`src/rtl/jtsc_pkg.sv`:
```
`timescale 1ns / 1ps
// Shared types and codes for the JSON token syntax checker.
// No dependencies; every other file refers to it by scoped names.
package jtsc_pkg;

  typedef enum logic [3:0] {
    TK_OBJ_OPEN  = 4'd0,
    TK_OBJ_CLOSE = 4'd1,
    TK_ARR_OPEN  = 4'd2,
    TK_ARR_CLOSE = 4'd3,
    TK_COMMA     = 4'd4,
    TK_COLON     = 4'd5,
    TK_STRING    = 4'd6,
    TK_LITERAL   = 4'd7,
    TK_NUMBER    = 4'd8
  } token_e;

  typedef enum logic [2:0] {
    PH_VALUE            = 3'd0,
    PH_VALUE_OR_ARR_END = 3'd1,
    PH_KEY_OR_OBJ_END   = 3'd2,
    PH_KEY              = 3'd3,
    PH_COLON            = 3'd4,
    PH_SEP_OR_END       = 3'd5,
    PH_DONE             = 3'd6
  } phase_e;

  typedef enum logic [1:0] {
    ST_OK       = 2'd0,
    ST_COMPLETE = 2'd1,
    ST_SYNTAX   = 2'd2,
    ST_DEEP     = 2'd3
  } status_e;

  // Stack operation requested by the grammar logic for one item.
  typedef struct packed {
    logic push;
    logic pop;
    logic push_obj;
  } stack_op_t;

  localparam int unsigned CfgWidth   = 6;
  localparam int unsigned DepthWidth = 6;

endpackage

```
`src/rtl/jtsc_grammar.sv`:
```
`timescale 1ns / 1ps
// Grammar step: from token, phase, depth, top of stack and error state it
// derives status, next phase, next error and the stack operation (jtsc_pkg).
module jtsc_grammar #(
  parameter int unsigned MAX_DEPTH = 32
) (
  input  logic [3:0]                       token_kind_i,
  input  jtsc_pkg::phase_e                 phase_i,
  input  jtsc_pkg::status_e                err_i,
  input  logic [$clog2(MAX_DEPTH+1)-1:0]   depth_i,
  input  logic                             top_obj_i,
  input  logic [jtsc_pkg::CfgWidth-1:0]    depth_limit_i,
  output jtsc_pkg::status_e                status_o,
  output jtsc_pkg::phase_e                 phase_o,
  output jtsc_pkg::status_e                err_o,
  output jtsc_pkg::stack_op_t              op_o
);
  localparam int unsigned DW = $clog2(MAX_DEPTH + 1);
  localparam int unsigned LW = (DW > jtsc_pkg::CfgWidth) ? DW : jtsc_pkg::CfgWidth;

  logic          want_value, want_key, is_obj, deep, last;
  logic [LW-1:0] limit, depth_ext;
  jtsc_pkg::status_e st;
  jtsc_pkg::phase_e  ph;
  jtsc_pkg::stack_op_t op;

  assign depth_ext  = LW'(depth_i);
  assign limit      = (LW'(depth_limit_i) > LW'(MAX_DEPTH)) ? LW'(MAX_DEPTH)
                                                            : LW'(depth_limit_i);
  assign deep       = depth_ext >= limit;
  assign is_obj     = (depth_i != '0) && top_obj_i;
  assign last       = (depth_i == DW'(1));
  assign want_value = (phase_i == jtsc_pkg::PH_VALUE) ||
                      (phase_i == jtsc_pkg::PH_VALUE_OR_ARR_END);
  assign want_key   = (phase_i == jtsc_pkg::PH_KEY) ||
                      (phase_i == jtsc_pkg::PH_KEY_OR_OBJ_END);

  always_comb begin
    st = jtsc_pkg::ST_OK;
    ph = phase_i;
    op = '0;
    if (err_i != jtsc_pkg::ST_OK) begin
      st = err_i;
    end else begin
      unique case (token_kind_i)
        jtsc_pkg::TK_OBJ_OPEN, jtsc_pkg::TK_ARR_OPEN: begin
          if (!want_value) begin
            st = jtsc_pkg::ST_SYNTAX;
          end else if (deep) begin
            st = jtsc_pkg::ST_DEEP;
          end else begin
            op.push     = 1'b1;
            op.push_obj = (token_kind_i == jtsc_pkg::TK_OBJ_OPEN);
            ph = op.push_obj ? jtsc_pkg::PH_KEY_OR_OBJ_END : jtsc_pkg::PH_VALUE_OR_ARR_END;
          end
        end
        jtsc_pkg::TK_OBJ_CLOSE, jtsc_pkg::TK_ARR_CLOSE: begin
          if (token_kind_i == jtsc_pkg::TK_OBJ_CLOSE ?
              (!is_obj || (phase_i != jtsc_pkg::PH_KEY_OR_OBJ_END &&
                           phase_i != jtsc_pkg::PH_SEP_OR_END)) :
              (depth_i == '0 || is_obj ||
               (phase_i != jtsc_pkg::PH_VALUE_OR_ARR_END &&
                phase_i != jtsc_pkg::PH_SEP_OR_END))) begin
            st = jtsc_pkg::ST_SYNTAX;
          end else begin
            op.pop = 1'b1;
            st = last ? jtsc_pkg::ST_COMPLETE : jtsc_pkg::ST_OK;
            ph = last ? jtsc_pkg::PH_DONE : jtsc_pkg::PH_SEP_OR_END;
          end
        end
        jtsc_pkg::TK_COMMA: begin
          if (phase_i != jtsc_pkg::PH_SEP_OR_END || depth_i == '0) begin
            st = jtsc_pkg::ST_SYNTAX;
          end else begin
            ph = is_obj ? jtsc_pkg::PH_KEY : jtsc_pkg::PH_VALUE;
          end
        end
        jtsc_pkg::TK_COLON: begin
          if (phase_i != jtsc_pkg::PH_COLON) begin
            st = jtsc_pkg::ST_SYNTAX;
          end else begin
            ph = jtsc_pkg::PH_VALUE;
          end
        end
        jtsc_pkg::TK_STRING, jtsc_pkg::TK_LITERAL, jtsc_pkg::TK_NUMBER: begin
          if (want_key && token_kind_i == jtsc_pkg::TK_STRING) begin
            ph = jtsc_pkg::PH_COLON;
          end else if (!want_value) begin
            st = jtsc_pkg::ST_SYNTAX;
          end else if (depth_i == '0) begin
            st = jtsc_pkg::ST_COMPLETE;
            ph = jtsc_pkg::PH_DONE;
          end else begin
            ph = jtsc_pkg::PH_SEP_OR_END;
          end
        end
        default: begin
          st = jtsc_pkg::ST_SYNTAX;
        end
      endcase
    end
  end

  assign status_o = st;
  assign phase_o  = ph;
  assign op_o     = op;
  assign err_o    = (st == jtsc_pkg::ST_SYNTAX || st == jtsc_pkg::ST_DEEP) ? st
                                                                           : jtsc_pkg::ST_OK;

endmodule

```
`config.mk`:
```
export PLATFORM = sky130hd
export DESIGN_NAME = jtsc_grammar
export DESIGN_NICKNAME = d
export VERILOG_FILES = /design/src/rtl/jtsc_pkg.sv /design/src/rtl/jtsc_grammar.sv
export SDC_FILE = /design/constraint.sdc
export NUM_CORES = 1
export LEC_CHECK = 0
export ABC_CLOCK_PERIOD_IN_PS = 2900
export BUFFER_PORTS_ARGS = -buffer_cell sky130_fd_sc_hd__clkbuf_2
export CORE_MARGIN = 2
export CORE_UTILIZATION = 56
export DETAILED_ROUTE_END_ITERATION = 8
export GPL_TIMING_DRIVEN = 0
export PLACE_DENSITY = 0.88
export SLEW_MARGIN = 30
export SYNTH_ARGS = -nofsm -noshare
export SYNTH_HDL_FRONTEND = slang
export SYNTH_SLANG_ARGS = --single-unit
```
`constraint.sdc`:
```
create_clock -name vclk -period 2.9
set_clock_uncertainty 0.1 [all_clocks]
set_input_delay 0.145 -clock vclk [all_inputs]
set_output_delay 0.145 -clock vclk [all_outputs]
set_load 0.02 [all_outputs]
```
==> impl_summary.md, run 1 <==
Routing
The post-detailed-route wirelength per cell is 13.0 µm. The total DRC errors in the routed layout is 0. For this block, the routed nets add up to 2.07 mm of wire. The number of iterations in the first detailed-routing pass is 4. In this run the remaining antenna-violating nets after routing total 0. Dividing the detail-routed via count by the number of cells gives 6.11. After the first detailed-routing iteration, the DRC count stood at 50. Detailed routing inserted a total of 972 vias.

STA
The final count of pins violating max slew is 0. The worst path uses 82.2% of the clock period. The slew at the pin with the worst max-slew slack is 0.540 ns. The setup slack after layout is 0.515 ns. Setup violations remaining at the end of the flow were counted as 0. The achievable clock frequency is 419 MHz.

Setup repair after global routing left no endpoint under its margin. Summed over all failing endpoints, the final setup total negative slack is 0 ns. After layout, the minimum clock period comes to 2.38 ns.

The worst pin sits at a relative slew slack of 63.5%. The final-report hold violation count is 0.

Die
The region available for standard cell placement spans 1300 µm². In this run the vertical extent of the chip is 41.3 µm. The number of standard-cell rows in the floorplan is 13. Pin placement for this block handled 32 I/O pins. The floorplan step defined a die boundary enclosing 1710 µm². The die is 41.3 µm wide. The starting density of the core is 59.9%.

Setup path
STA classifies the critical path endpoint as an output pin. The critical-path maximum fanout is 5. The cell seen most often among critical-path stages is sky130_fd_sc_hd__clkbuf_2. Counting both buffers and inverters, the worst setup path holds a total of 3. The critical path goes through clkbuf_2 > inv_1 > nand2_1 > ha_1 > a21o_1 > a31oi_1 > o21ai_0 > nor4_1 > nor3b_2 > o21ai_2 > clkbuf_2.

The largest single stage delay on the critical path is 0.38 ns. The startpoint class of the critical path is an input pin. Counting buffers and inverters, the worst setup path is 11 cells deep. At the worst endpoint, the required time is 2.65 ns. The critical path starts at depth_limit_i[5]. Among all stages on the critical path, the largest delay is contributed by sky130_fd_sc_hd__nor4_1.

Broken down by cell family, the worst path's largest delay share belongs to compound AO/OA/AOI/OAI gates. Data arrives at the worst endpoint at 2.14 ns. The critical setup path kind is in -> out.

Power
Sequential cells account for 0% of the total power. The leakage dissipation is 0.421 nW. The clock power share is 0%. The maximum vdd drop is 0.0000826 V. Dividing total power by cell area gives a power density of 134 nW/µm².

Of the total power, the share spent switching nets is 59.9%. The total internal power is 51.1 µW. Combinational cells account for 100.0% of the total power. The power spent charging and discharging nets is 76.4 µW.

Outcome
The run finished with clean final reports.

Yosys
The number of warnings printed during yosys synthesis is 0. The sequential element share of the synthesized area is 0%. The number of nets handed over by synthesis was 142.

A synthesized cell averages 6.84 µm². The distinct cell type count after synthesis is 50. In the synthesized netlist, the number of instances is 114. The mapped netlist covers 779 µm².

GRT
The wire length of the first global-routing pass is 3.02 mm. The number of antenna violations at the first check in global routing was 0. The largest net degree at the start of global routing is 11. The via count of the first global-routing pass came to 723. Global routing used 25.6% of the available tracks across all layers. The total overflow left after global routing is 0.

Place
The final RePlAce weighted congestion is 0.867. The placed instance area is 948 µm². The post-detailed-placement half-perimeter wirelength is 1.73 mm. Timing analysis after detailed placement gives a worst setup slack of 0.552 ns. During placement, the flow inserted port buffers numbering 30.

Min path
The worst hold path stage count is 3. The startpoint identified for the worst hold timing path is err_i[0]. The tightest min-delay check is of the in -> out type.

Layout
The share of the core filled with cells is 72.9%. In the final layout, flip-flops and latches occupy 0 µm². Of the cells placed in the final design, the portion with a size suffix greater than 1 is 34.7%. In the finished layout, the clock tree contains a buffer count of 0. The number of flip-flops and latches is 0. 0 antenna diodes ended up in the layout.

The area growth from synthesis to final layout is 21.7%. After the last flow step, the layout net total stands at 174. The count of fill cells added during filler insertion is 120. With fillers left out, the area of the finished cells amounts to 948 µm².

CTS
The post-cts repair resize count is 0. The number of setup buffers added after CTS is 0. Hold repair after CTS inserted 0 buffers.

Flow run
Across the run, the number of max-cap violations was 0.
[final timing paths]
path / end / slack (ns)
min: op_o[2] / 0.54
max: phase_o[1] / 0.52
[power groups by stage]
stage	sequential (mW)	combinational, mW	clock (mW)
final	0	0.127	0
after global routing	0	0.140	0
after CTS	0	0.127	0
after detailed placement	0	0.126	0
after global placement	0	0.122	0
after floorplan	0	0.0846	0
[cell usage in the layout (no fill, tap or decap), drive strengths merged, types with 2 or more instances in the layout]
cell	n
a21o	2
o22ai	2
a211oi	2
nor3	3
or3	4
clkbuf	34
nand2	9
and3	2
nor4	3
nor2	14
and2	2
buf	3
a21oi	10
nand2b	4
a221oi	2
nor2b	6
inv	5
o21ai	7
or2	3
nand3	2
nor3b	3
ha	6
[metal layers]
layer,part of all wire [%],vias to the layer above,GRT usage (%)
met4,0.44,0,2.42
met1,44,435,34.5
met5,0,-,0
met2,47,44,45.3
met3,7.6,2,2.13
li1,-,491,-
[cell families after synthesis]
group	synth area share, %
adder cells (fa/ha/maj)	9.63
buffers and inverters	7.06
AO/OA/AOI/OAI	38.8
AND/OR/NAND/NOR	44.5
[through the flow]
stage          total power [mW]  hold WS (ns)  std cells
6_report                  0.127         0.539        159
5_1_grt                   0.140         0.565        159
4_1_cts                   0.127         0.540        159
3_5_place_dp              0.126         0.538        159
3_3_place_gp              0.122         0.528        159
2_1_floorplan            0.0846         0.245        114
[cells in the mapped netlist, drive strengths merged (2+ instances only)]
master,number,area share [%]
a211oi,2,2.6
a21o,2,1.9
a21oi,10,8.8
a221oi,2,3.0
and2,2,1.6
and3,2,1.8
buf,3,2.7
clkbuf,4,1.9
ha,6,9.6
inv,5,2.4
nand2,9,4.3
nand2b,4,3.2
nand3,2,1.3
nor2,14,6.7
nor2b,6,4.8
nor3,3,3.4
nor3b,3,3.5
nor4,3,3.2
o21ai,7,5.5
o22ai,2,1.6
or2,3,2.4
or3,4,3.2
[final cells by class]
class	count	area [µm²]	area share, %
plain buffers	7	36.3	3.83
inverters	5	18.8	1.98
multi-input cells	102	724	76.4
well taps	15	18.8	1.98
repair buffers	30	150	15.8
Power figures use the tool's default switching activity.
==> run 2: changes to the inputs <==
--- a/config.mk
+++ b/config.mk
@@ -5,13 +5,13 @@
 export SDC_FILE = /design/constraint.sdc
 export NUM_CORES = 1
 export LEC_CHECK = 0
-export ABC_CLOCK_PERIOD_IN_PS = 2900
+export ABC_CLOCK_PERIOD_IN_PS = 2430
 export BUFFER_PORTS_ARGS = -buffer_cell sky130_fd_sc_hd__clkbuf_2
 export CORE_MARGIN = 2
-export CORE_UTILIZATION = 56
+export CORE_UTILIZATION = 52
 export DETAILED_ROUTE_END_ITERATION = 8
 export GPL_TIMING_DRIVEN = 0
-export PLACE_DENSITY = 0.88
+export PLACE_DENSITY = 0.82
 export SLEW_MARGIN = 30
 export SYNTH_ARGS = -nofsm -noshare
 export SYNTH_HDL_FRONTEND = slang
==> constraint.sdc (replaced) <==
create_clock -name vclk -period 2.43
set_clock_uncertainty 0.1 [all_clocks]
set_input_delay 0.1215 -clock vclk [all_inputs]
set_output_delay 0.1215 -clock vclk [all_outputs]
set_load 0.02 [all_outputs]
==> run 2 against run 1 <==
Worst setup slack got worse by 0.36 ns. Critical endpoint is now op_o[0]. Routed wire length increased by 7.1%. Utilization fell by 2.2 points. Critical path depth fell by 1. Cell area is 0.66% higher. Flip-flop and latch count is the same. First-iteration DRC count fell by 30%. Final cell count is the same. Power up 21%. Critical path type unchanged.
==> impl_summary.md, run 2 (synthesis gave the netlist of run 1 again) <==
Outcome
The flow ran to the end, and the final reports show no timing, DRC or antenna violations.

STA
The total of endpoints with negative setup slack in the final report is 0 (unchanged). The final critical path time including I/O delays and setup is 2.28 ns. The relative slew slack came to 60.9% (-2.6 points). The final count of pins violating max slew was 0 (unchanged). The achievable clock frequency is 439 MHz. The final-report hold violation count is 0 (unchanged). The worst hold margin was 0.494 ns (-0.0448 ns). The slew at the pin with the worst max-slew slack is 0.581 ns (+0.0412 ns).

The worst path uses 93.8% of the clock period.

Place
The number of port buffers was 30 (unchanged). The instance count after placement with tap cells included came to 159 (unchanged). The final RePlAce weighted congestion is 0.911 (+5.1%). The placed instance area is 948 µm² (unchanged).

The post-detailed-placement half-perimeter wirelength is 1.83 mm (+5.5%).

Layout
The design area is 955 µm² (+0.66%). The count of clock-net buffers in the final layout is 0 (unchanged). The library cells used most frequently in the layout, excluding fill and tap cells, are sky130_fd_sc_hd__clkbuf_2 (30), sky130_fd_sc_hd__nor2_1 (14), sky130_fd_sc_hd__nand2_1 (9). The most common cell after layout, fill and taps aside is sky130_fd_sc_hd__clkbuf_2. The final standard cell count with taps included and fillers excluded came to 159 (unchanged).

The count of fill cells added during filler insertion is 124 (+3.3%). The number of flip-flops and latches is 0 (unchanged). The flip-flop and latch area is 0 µm² (unchanged). From synthesis to final layout, the design area changed by 22.5%. The total inserted antenna cells is 0 (unchanged). The area taken by multi-input logic gates is 731 µm² (+0.86%). The net count of the finished layout was 174 (unchanged). The share of layout cells above drive strength 1 was 35.4% (+0.69 points).

Setup path
The cell seen most often among critical-path stages is sky130_fd_sc_hd__clkbuf_2. The worst endpoint data arrival time was 2.06 ns (-0.08 ns). The critical-path maximum fanout came to 5 (unchanged). The depth of the critical timing path with buffers and inverters included is 10 (-1). Broken down by cell family, the worst path's largest delay share belongs to compound AO/OA/AOI/OAI gates. The worst stage delay on the critical path is 0.34 ns (-0.04 ns). The number of buffer and inverter instances along the worst setup path was 3 (unchanged). STA classifies the critical path startpoint as an input pin.

The required time of the critical path is 2.21 ns (-0.44 ns). The signal on the critical path passes through clkbuf_2 > inv_1 > nand2_1 > ha_1 > a21o_1 > a31oi_1 > o21ai_0 > nor4_2 > and3_1 > clkbuf_2. The slowest stage cell on the critical path is sky130_fd_sc_hd__nor4_2. The worst setup path is captured at an output pin. The worst setup path is of the in -> out kind.

GRT
The wire length of the first global-routing pass was 3.84 mm (+27%). The largest net degree at the start of global routing is 11 (unchanged). The total track usage is 25.6% (+0.037 points). The via count of the first global-routing pass is 904 (+25%). The number of antenna violations at the first check in global routing is 0 (unchanged).

The aggregate global routing overflow came to 0 (unchanged).

Die
The boundary pin count is 32 (unchanged). The starting density of the core came to 57.7% (-2.2 points). The die area is 1820 µm² (+6.9%). The chip height is 42.7 µm (+3.4%). The total core area is 1350 µm² (+3.7%).

The width of the chip came to 42.7 µm (+3.4%). The number of standard-cell rows in the floorplan is 13 (unchanged).

Routing
The final routed wirelength across all metal layers is 2.21 mm (+7.1%). The via count is 1008 (+3.7%). The post-detailed-route wirelength per cell is 13.9 µm (+7.1%).

The total DRC errors in the routed layout is 0 (unchanged). The routed via count divided by cell count is 6.34 (+3.7%). The number of nets still failing antenna checks after routing is 0 (unchanged). The count of routing violations after the opening detailed-route iteration was 35 (-30%). The number of iterations in the first detailed-routing pass is 5 (+1).

Power
The total internal power is 61.2 µW (+20%). The maximum vdd drop came to 0.0000879 V (+6.5%). The leakage dissipation is 0.421 nW (about the same). The share of total power in combinational logic is 100.0% (about the same). The power per cell area is 161 nW/µm² (+20%). The power spent charging and discharging nets was 92.6 µW (+21%). The proportion of total power due to net switching came to 60.2% (+0.28 points). The clock power share is 0% (unchanged).

The part of the total power dissipated in sequential elements is 0% (unchanged). The total power consumption of the routed design came to 154 µW (+21%).

Min path
The worst hold path stage count is 3 (unchanged). The tightest min-delay check is of the in -> out type.

CTS
The number of setup buffers added after CTS is 0 (unchanged).

Flow run
The max-capacitance violation count came to 0 (unchanged).
[run 2: cell types whose count changed in the layout (fill, tap and decap cells not counted)]
cell and change:
sky130_fd_sc_hd__nor4_1 -1, sky130_fd_sc_hd__nor4_2 +1
[run 2: path summary, 6_finish.rpt]
| kind | startpoint | end | slack, ns |
|---|---|---|---|
| max | depth_limit_i[5] | op_o[0] | 0.15 |
| min | err_i[0] | op_o[2] | 0.49 |
[run 2: layer usage]
metal  global-route usage (%)  routed length (µm)  vias to the layer above
li1                         -                   -                      491
met5                        0                   0                        -
met4                     5.00                  15                        0
met3                    0.851                 122                        2
met2                     44.2                1070                       49
met1                     35.0                1000                      466
[run 2: what timing repair did]
item,in CTS,in global routing
hold buffers,0,0
gates resized for setup,0,1
endpoints found under the setup margin,0,1
[run 2: power groups by stage]
| stage | logic [mW] | registers (mW) | clock network (mW) |
|---|---|---|---|
| 2_1_floorplan | 0.101 | 0 | 0 |
| 3_3_place_gp | 0.146 | 0 | 0 |
| 3_5_place_dp | 0.151 | 0 | 0 |
| 4_1_cts | 0.151 | 0 | 0 |
| 5_1_grt | 0.172 | 0 | 0 |
| 6_report | 0.154 | 0 | 0 |
[run 2: cell type report]
type,instances,area share (%)
inverter,5,1.97
buffer,7,3.80
multi-input combinational,102,76.5
timing repair buffer,30,15.7
tap,15,1.97
[run 2: through the flow]
step | setup TNS, ns | setup WS, ns | util, %
floorplan | 0 | 0.299 | -
global placement | 0 | 0.222 | 70.3
detailed placement | 0 | 0.171 | 70.3
CTS | 0 | 0.164 | 70.3
global route | -0.116 | -0.0462 | 70.7
finish | 0 | 0.150 | 70.7
